<file path="src/rtl/core/psct_pkg.sv">
// shared types and constants for the plane set clip test core
package psct_pkg;
   localparam int MaxPlanes = 8;
   localparam int IdxW = (MaxPlanes > 1) ? $clog2(MaxPlanes) : 1;
   localparam int CntW = $clog2(MaxPlanes + 1);

   typedef enum logic [1:0] {
      OP_CLEAR = 2'd0,
      OP_ADD   = 2'd1,
      OP_POINT = 2'd2,
      OP_BOX   = 2'd3
   } op_type;

   typedef enum logic [1:0] {
      VERDICT_IN    = 2'd0,
      VERDICT_OUT   = 2'd1,
      VERDICT_INTER = 2'd2
   } verdict_type;

   typedef enum logic [2:0] {
      ST_IDLE,
      ST_MUL,
      ST_SUM,
      ST_NEXT,
      ST_DONE
   } state_type;

   // commands from controller to datapath
   typedef struct packed {
      logic load;
      logic clear;
      logic add;
      logic mul;
      logic sum;
      logic judge;
      logic [IdxW-1:0] idx;
   } cmd_type;

   // status from datapath to controller
   typedef struct packed {
      logic full;
      logic [CntW-1:0] count;
      logic resolved;
   } stat_type;
endpackage

</file>
<file path="src/rtl/core/psct_ctrl.sv">
// sequencer over the stored planes
module psct_ctrl import psct_pkg::*; (
   input  logic       clock,
   input  logic       reset,
   input  logic       req_valid,
   output logic       req_stall,
   input  logic [1:0] req_op,
   output logic       rsp_valid,
   input  logic       rsp_stall,
   output cmd_type    cmd,
   input  stat_type   stat
);
   state_type state_ff, state_in;
   logic [IdxW-1:0] idx_ff, idx_in;
   logic last;

   assign last = ({1'b0, idx_ff} == stat.count - CntW'(1));

   always_ff @(posedge clock) begin
      if (reset) begin
         state_ff <= ST_IDLE;
         idx_ff <= '0;
      end else begin
         state_ff <= state_in;
         idx_ff <= idx_in;
      end
   end

   // next state and commands
   always_comb begin
      state_in = state_ff;
      idx_in = idx_ff;
      cmd = '0;
      cmd.idx = idx_ff;
      req_stall = 1'b1;
      rsp_valid = 1'b0;
      case (state_ff)
         ST_IDLE: begin
            req_stall = 1'b0;
            if (req_valid) begin
               cmd.load = 1'b1;
               idx_in = '0;
               cmd.clear = (req_op == OP_CLEAR);
               cmd.add = (req_op == OP_ADD);
               if (req_op inside {OP_POINT, OP_BOX} && stat.count != '0)
                  state_in = ST_MUL;
               else
                  state_in = ST_DONE;
            end
         end
         ST_MUL: begin
            cmd.mul = 1'b1;
            state_in = ST_SUM;
         end
         ST_SUM: begin
            cmd.sum = 1'b1;
            state_in = ST_NEXT;
         end
         ST_NEXT: begin
            cmd.judge = 1'b1;
            if (last) begin
               state_in = ST_DONE;
            end else begin
               idx_in = idx_ff + IdxW'(1);
               state_in = ST_MUL;
            end
         end
         ST_DONE: begin
            rsp_valid = 1'b1;
            if (!rsp_stall) state_in = ST_IDLE;
         end
         default: state_in = ST_IDLE;
      endcase
   end
endmodule

</file>
<file path="config.mk">
export PLATFORM = sky130hd
export DESIGN_NAME = psct_ctrl
export DESIGN_NICKNAME = d
export VERILOG_FILES = /design/src/rtl/core/psct_pkg.sv /design/src/rtl/core/psct_ctrl.sv
export SDC_FILE = /design/constraint.sdc
export NUM_CORES = 1
export LEC_CHECK = 0
export BUFFER_PORTS_ARGS = -buffer_cell sky130_fd_sc_hd__clkbuf_2
export CAP_MARGIN = 20
export CELL_PAD_IN_SITES_DETAIL_PLACEMENT = 0
export CELL_PAD_IN_SITES_GLOBAL_PLACEMENT = 1
export CORE_MARGIN = 2
export CORE_UTILIZATION = 33
export DETAILED_ROUTE_END_ITERATION = 16
export GPL_TIMING_DRIVEN = 0
export PLACE_DENSITY_LB_ADDON = 0.1
export SYNTH_ARGS = -nofsm -noshare
export SYNTH_HDL_FRONTEND = slang
export SYNTH_SLANG_ARGS = --single-unit
</file>
<file path="constraint.sdc">
create_clock -name clock -period 4.59 [get_ports clock]
set_clock_uncertainty 0.05 [all_clocks]
set_input_delay 0.2295 -clock clock [delete_from_list [all_inputs] [get_ports clock]]
set_output_delay 0.2295 -clock clock [all_outputs]
set_load 0.005 [all_outputs]
</file>
==> results of run 1 <==
## worst paths after layout
check | start | endpoint | slack (ns) | depth (start not counted)
setup / recovery | state_ff[1]$_SDFFE_PP0P_ | cmd[7] | 2.85 | 4
hold / removal | rsp_stall | state_ff[2]$_SDFFE_PP0P_ | 0.34 | 3
setup reg to reg | idx_ff[2]$_SDFFE_PP0P_ | state_ff[2]$_SDFFE_PP0P_ | 3.05 | 4
hold reg to reg | idx_ff[1]$_SDFFE_PP0P_ | idx_ff[1]$_SDFFE_PP0P_ | 0.47 | 2
## registers in the layout, summed over array words and instances, names as in the netlist
register  count
idx_ff        3
state_ff      3
## final cells by class
type	count	share of cell area, %
Clock buffer	3	3.488
Tap cell	16	3.101
Timing Repair Buffer	19	14.73
Multi-Input combinational cell	42	53.10
Buffer	4	2.907
Sequential cell	6	18.60
Inverter	7	4.070
## critical path, stage by stage (launching register included)
cell      delay [ns]
dfxtp_1         0.29
buf_2           0.17
nor4b_4         0.40
nor3b_1         0.22
clkbuf_2        0.14
## layer usage
layer / track usage [%] / routed length [um]
met1: 13.70 / 455
met2: 21.49 / 517
met3: 6.383 / 68
met4: 3.636 / 0
met5: 0 / 0
## cell usage in the layout (no fill, tap or decap), types with 2 or more instances in the layout
master	netlist	routed
mux2i_1	2	2
ha_1	3	3
clkbuf_2	0	19
buf_2	3	3
inv_1	7	7
nand2_1	4	4
nor3b_1	3	3
dfxtp_1	6	6
nand2b_1	2	2
xor2_1	3	3
nor3_1	3	3
clkbuf_4	0	3
nor2_1	3	3
## cell families (layout without fill, tap and decap cells)
| group | after synthesis | after routing | synth area share, % |
|---|---|---|---|
| buffers and inverters | 11 | 33 | 8.866 |
| adders and majority gates | 3 | 3 | 7.390 |
| DFF | 6 | 6 | 23.65 |
| and+or+nand+nor | 23 | 23 | 30.05 |
| muxes | 2 | 2 | 3.941 |
| xor gates and xnor gates | 5 | 5 | 11.33 |
| AOI/OAI and AO/OA | 9 | 9 | 14.78 |
## synthesized netlist by cell type
library cell | instances | area (um^2)
or2_2 | 1 | 6.260
buf_2 | 3 | 15.01
o21ai_0 | 1 | 5.000
o31ai_1 | 1 | 7.510
nor2_1 | 3 | 11.26
nor3_1 | 3 | 15.01
or3_1 | 1 | 6.260
inv_1 | 7 | 26.28
clkbuf_1 | 1 | 3.750
o31a_1 | 1 | 8.760
ha_1 | 3 | 37.54
a2111oi_0 | 1 | 8.760
nor4_1 | 1 | 6.260
o41ai_1 | 1 | 8.760
a2111oi_2 | 1 | 15.01
nor3b_1 | 3 | 22.52
nand3_2 | 1 | 10.01
or4_1 | 1 | 7.510
nand2b_1 | 2 | 12.51
and3b_1 | 1 | 8.760
mux2i_1 | 2 | 20.02
nand3b_1 | 1 | 7.510
a21oi_1 | 1 | 5.000
o311ai_0 | 1 | 8.760
nand2_1 | 4 | 15.01
xnor3_1 | 1 | 22.52
a22oi_1 | 1 | 7.510
dfxtp_1 | 6 | 120.1
xor2_1 | 3 | 26.28
xnor2_1 | 1 | 8.760
nor4b_4 | 1 | 23.77
## metrics by stage
step	hold WS (ns)	setup slack [ns]	cells
finish	0.3440	2.851	97
detailed placement	0.4560	2.893	94
CTS	0.3420	2.816	97
global route	0.3553	2.739	97
global placement	0.4534	2.889	94
floorplan	0.4420	3.110	59
## power by group through the flow
stage	combinational, mW	sequential (mW)	clock [mW]
after floorplan	0.0314	0.0562	0
after global placement	0.0472	0.0563	0
after detailed placement	0.0470	0.0564	0
after CTS	0.0472	0.0555	0.0501
after global routing	0.0525	0.0556	0.0521
final	0.0464	0.0555	0.0471
==> key figures, run 1 <==
Status
  • Status: finished clean

Timing
  • Final Hold Fails: 0
  • TNS Setup: 0 ns
  • Slew HR: 72.54%
  • Final Critical Period: 1.739 ns
  • Slew Limit Fails: 0
  • Fmax: 575.0 MHz
  • Slew @ Worst Pin: 0.4015 ns
  • RSZ-0062 raised after global routing: false
  • Crit share post-route: 37.89%
  • Final setup fails: 0

Logic synthesis
  • YS warnings: 0
  • Syn avg cell area: 8.610 um^2
  • Part of the Yosys area used for sequential elements: 23.65%
  • Post-Syn Instances: 59
  • Yosys reg bits: 6
  • Mapped cell area: 508.0 um^2
  • Post-synthesis net count: 74
  • Count of cell types in the netlist: 31

Cells and area
  • Fraction of layout cells with a size suffix above 1: 35.80%
  • Footprint of the multi-input gates: 342.8 um^2
  • Fillers: 175
  • Antenna diodes: 0
  • P&R area growth vs syn: 27.09%
  • Nets: 98
  • Post-route cell area: 645.6 um^2
  • Final core occ: 43.88%
  • FF+latch area: 120.1 um^2

Drt
  • DRC errors left: 0
  • 1st-iter DRT viols: 3
  • Via-to-Cell Ratio: 4.907
  • Wirelength, routed: 1041 um
  • Via count: 476
  • Pre-Repair DR Iteration Count: 4
  • Antenna-violating nets left: 0
  • WL/cell: 10.73 um

Floorplanning
  • Row count: 14
  • I/O pin cnt: 23
  • Die ar.: 1869 um^2
  • Die W: 43.24 um
  • Initial Util: 34.52%
  • Die Height: 43.24 um
  • Core Region: 1471 um^2

Setup path
  • Critical Path RT: 4.31 ns
  • Setup CP Type: flop to output port
  • Critical Path Sink Type: output port
  • CP arrival: 1.46 ns
  • Maximum fanout along the worst path: 8
  • Startpoint types: flop

Clocking
  • Root Buffer: clkbuf_4
  • Count of hold-fix buffers inserted at cts: 0
  • Num CTS Buffers: 3
  • Clk buf depth: 2
  • H-Tree Depth: 1
  • Clock-pin slew on the worst setup and hold paths: 0.04 ns
  • Clock Sinks: 6
  • CTS tree: built
  • Cts repair resizes: 0
  • Worst-Skew Late Latency: 0.24 ns
  • Post-CTS setup buffers: 0

Global route
  • Overall Global Routing Usage: 12.67%
  • Initial antenna violation count: 0
  • GRT overflow: 0
  • Vias in the first global route: 439
  • First-pass GRT wire length: 1745 um
  • Largest net degree at the start of global routing: 11

Place
  • Routability Congestion: 0.7796
  • Estimated wirelength of the detail-placed design: 812.7 um
  • Count of input and output buffers: 19
  • Cell area after placement: 623.1 um^2

Pwr
  • Logic pwr share: 31.1%
  • Clock power frac: 31.6%
  • Cell Int Power: 0.1060 mW
  • Net Switching: 0.04290 mW
  • Worst vdd rail ir drop: 0.1029 mV
  • Leakage: 0.3347 nW
  • Power per cell area: 230.7 nW/um^2
  • Tot Pwr: 0.1489 mW
  • Seq pwr share: 37.2%
  • Sw Share: 28.80%

Hold path
  • Min-Delay Path Class: primary input to flop

Flow run
  • Max-Cap Viols: 0
(Power assumes the default switching activity.)
==> run 2, diff against run 1 <==
--- a/config.mk
+++ b/config.mk
@@ -5,12 +5,14 @@
 export SDC_FILE = /design/constraint.sdc
 export NUM_CORES = 1
 export LEC_CHECK = 0
+export ABC_AREA = 1
 export BUFFER_PORTS_ARGS = -buffer_cell sky130_fd_sc_hd__clkbuf_2
 export CAP_MARGIN = 20
 export CELL_PAD_IN_SITES_DETAIL_PLACEMENT = 0
 export CELL_PAD_IN_SITES_GLOBAL_PLACEMENT = 1
+export CORE_ASPECT_RATIO = 1.25
 export CORE_MARGIN = 2
-export CORE_UTILIZATION = 33
+export CORE_UTILIZATION = 28
 export DETAILED_ROUTE_END_ITERATION = 16
 export GPL_TIMING_DRIVEN = 0
 export PLACE_DENSITY_LB_ADDON = 0.1
==> constraint.sdc (replaced) <==
create_clock -name clock -period 1.6 [get_ports clock]
set_clock_uncertainty 0.05 [all_clocks]
set_input_delay 0.08 -clock clock [delete_from_list [all_inputs] [get_ports clock]]
set_output_delay 0.08 -clock clock [all_outputs]
set_load 0.005 [all_outputs]
==> key figures, run 2 <==
Floorplanning
  • Core Region: 1602 um^2
  • Die W: 41.10 um
  • I/O pin cnt: 23
  • Die Height: 50.38 um
  • Die ar.: 2070 um^2
  • Initial Util: 30.08%
  • Row count: 16

Logic synthesis
  • YS warnings: 0
  • Synth area leaders: dfxtp_1 25%, nand2_1 12%, ha_1 7.8%, inv_1 7.8%, nand3_1 6.2%
  • Yosys reg bits: 6
  • Synth area leader: dfxtp_1
  • Ys async rst share: 0%
  • Post-synth top flop: dfxtp_1
  • Syn avg cell area: 6.599 um^2
  • Part of the Yosys area used for sequential elements: 24.94%
  • Mapped cell area: 481.7 um^2
  • Post-synth top cells: 15 x nand2_1, 10 x inv_1, 6 x dfxtp_1, 6 x nand3_1, 5 x inv_2
  • Count of cell types in the netlist: 22
  • Post-synth top area share: 24.94%
  • Post-Syn Instances: 73
  • Number of enable flip-flop cells after synthesis: 0
  • Most frequent cell after synthesis: nand2_1
  • Post-synthesis net count: 88

Setup path
  • Setup CP Type: flop to output port
  • Critical Path Sink Type: output port
  • Crit-path slowest cell: dfxtp_1
  • Max incr delay on CP: 0.32 ns
  • Crit-path cells: inv_1 > nand2_1 > nor2_2 > nand2_2 > nor3b_2 > clkbuf_2
  • Startpoint types: flop
  • Critical Path RT: 1.47 ns
  • R2r setup slk: 0.36 ns
  • Top delay family on crit path: simple AND/OR/NAND/NOR gates
  • Sum of buffers and inverters on the critical path: 2
  • Maximum fanout along the worst path: 7
  • CP arrival: 1.26 ns

Cells and area
  • Fillers: 189
  • Antenna diodes: 0
  • Post-route cell area: 634.4 um^2
  • Most common cell after layout, fill and taps aside: clkbuf_2
  • P&R area growth vs syn: 31.69%
  • Nets: 113
  • Commonest non-fill, non-tap cells in the layout: 20 x clkbuf_2, 14 x nand2_1, 10 x inv_1, 6 x nand3_1, 6 x dfxtp_1
  • Regs by FF count: idx_ff: 3 flops, state_ff: 3 flops
  • Final core occ: 39.61%
  • Fraction of layout cells with a size suffix above 1: 38.54%

Place
  • Count of input and output buffers: 20
  • Estimated wirelength of the detail-placed design: 928.9 um
  • Routability Congestion: 0.7315
  • Cell area after placement: 604.3 um^2

Timing
  • Final Hold Fails: 0
  • Fmax: 717.3 MHz
  • Slew HR: 77.01%
  • Crit share post-route: 87.14%
  • Final setup fails: 0
  • TNS Setup: 0 ns
  • Slew @ Worst Pin: 0.3422 ns
  • RSZ-0062 raised after global routing: false
  • Hold WS: 0.01223 ns
  • Final Critical Period: 1.394 ns
  • Slew Limit Fails: 0

Global route
  • Overall Global Routing Usage: 11.50%
  • First-pass GRT wire length: 1621 um
  • Initial antenna violation count: 0
  • Largest net degree at the start of global routing: 8
  • GRT overflow: 0
  • Vias in the first global route: 426

Hold path
  • Min-Delay Path Class: primary input to flop

Clocking
  • CTS tree: built
  • Clk buf depth: 2
  • Worst-Skew Late Latency: 0.24 ns
  • Root Buffer: clkbuf_4
  • Num CTS Buffers: 3
  • Clock-pin slew on the worst setup and hold paths: 0.04 ns
  • Clock Sinks: 6
  • Count of hold-fix buffers inserted at cts: 0
  • H-Tree Depth: 1

Drt
  • Via count: 538
  • DRC errors left: 0
  • 1st-iter DRT viols: 6
  • WL/cell: 9.114 um
  • Via-to-Cell Ratio: 4.719
  • Met2 WL: 543 um
  • Pre-Repair DR Iteration Count: 4
  • Met1 wire length: 428 um
  • Antenna-violating nets left: 0
  • Met3 wire length: 43 um
  • Wirelength, routed: 1039 um
  • Top sig layer: met4

Pwr
  • Worst vdd rail ir drop: 0.3696 mV
  • Tot Pwr: 0.4398 mW
  • Leakage: 0.3560 nW
  • Power per cell area: 693.3 nW/um^2

Flow run
  • Max-Cap Viols: 0

Status
  • Status: finished clean
==> run 2: worst paths after layout <==
kind	from	cells after the start	to
max	state_ff[1]$_SDFFE_PP0P_	6	cmd[6]
min	rsp_stall	3	state_ff[2]$_SDFFE_PP0P_
max reg2reg	idx_ff[0]$_SDFFE_PP0P_	8	idx_ff[2]$_SDFFE_PP0P_
min reg2reg	idx_ff[1]$_SDFFE_PP0P_	2	idx_ff[1]$_SDFFE_PP0P_
==> run 2: layer usage <==
layer | track usage (%) | vias to the layer above
li1 | - | 283
met4 | 8.065 | 0
met2 | 17.71 | 12
met5 | 0 | -
met1 | 13.08 | 239
met3 | 2.655 | 4
==> run 2: worst reg2reg max path: stages (launching register included) <==
cell     delay, ns
dfxtp_1       0.38
inv_1         0.10
nand2_2       0.07
nand2_2       0.04
nor2_2        0.14
nand3_4       0.11
nand2_4       0.09
nand3_1       0.07
a21oi_1       0.12
==> run 2: logic make-up (layout without fill, tap and decap cells) <==
| group | Yosys count | count (layout) | synth area share [%] |
|---|---|---|---|
| adders and majority gates | 3 | 3 | 7.793 |
| AOI/OAI and AO/OA | 8 | 8 | 9.873 |
| DFF | 6 | 6 | 24.94 |
| xor gates and xnor gates | 2 | 2 | 3.637 |
| and+or+nand+nor | 39 | 39 | 42.08 |
| buffers and inverters | 15 | 38 | 11.69 |
==> run 2: metrics by stage <==
stage / setup slack (ns) / instances
after CTS: 0.09306 / 114
after global placement: 0.2547 / 111
after global routing: 0.04285 / 114
final: 0.2058 / 114
after detailed placement: 0.2617 / 111
after floorplan: 0.4593 / 73
==> run 2: power breakdown <==
part / leakage [nW] / internal (mW) / total [mW] / switching (mW)
combinational: 0.293 / 0.0585 / 0.139 / 0.0805
sequential: 0.0487 / 0.159 / 0.169 / 0.00989
clock: 0.0138 / 0.0843 / 0.132 / 0.0473
total: 0.356 / 0.302 / 0.440 / 0.138
==> run 2: cell type report <==
| type | instances | area [um^2] | area share (%) |
|---|---|---|---|
| Sequential cell | 6 | 120.1 | 18.93 |
| Multi-Input combinational cell | 52 | 312.8 | 49.31 |
| Tap cell | 18 | 22.52 | 3.550 |
| Clock buffer | 3 | 22.52 | 3.550 |
| Inverter | 15 | 56.30 | 8.876 |
| Timing Repair Buffer | 20 | 100.1 | 15.78 |
==> run 2: timing repair <==
action	CTS	global route
buffers inserted	0	0
resized for setup	0	2
endpoints found under the setup margin	0	1
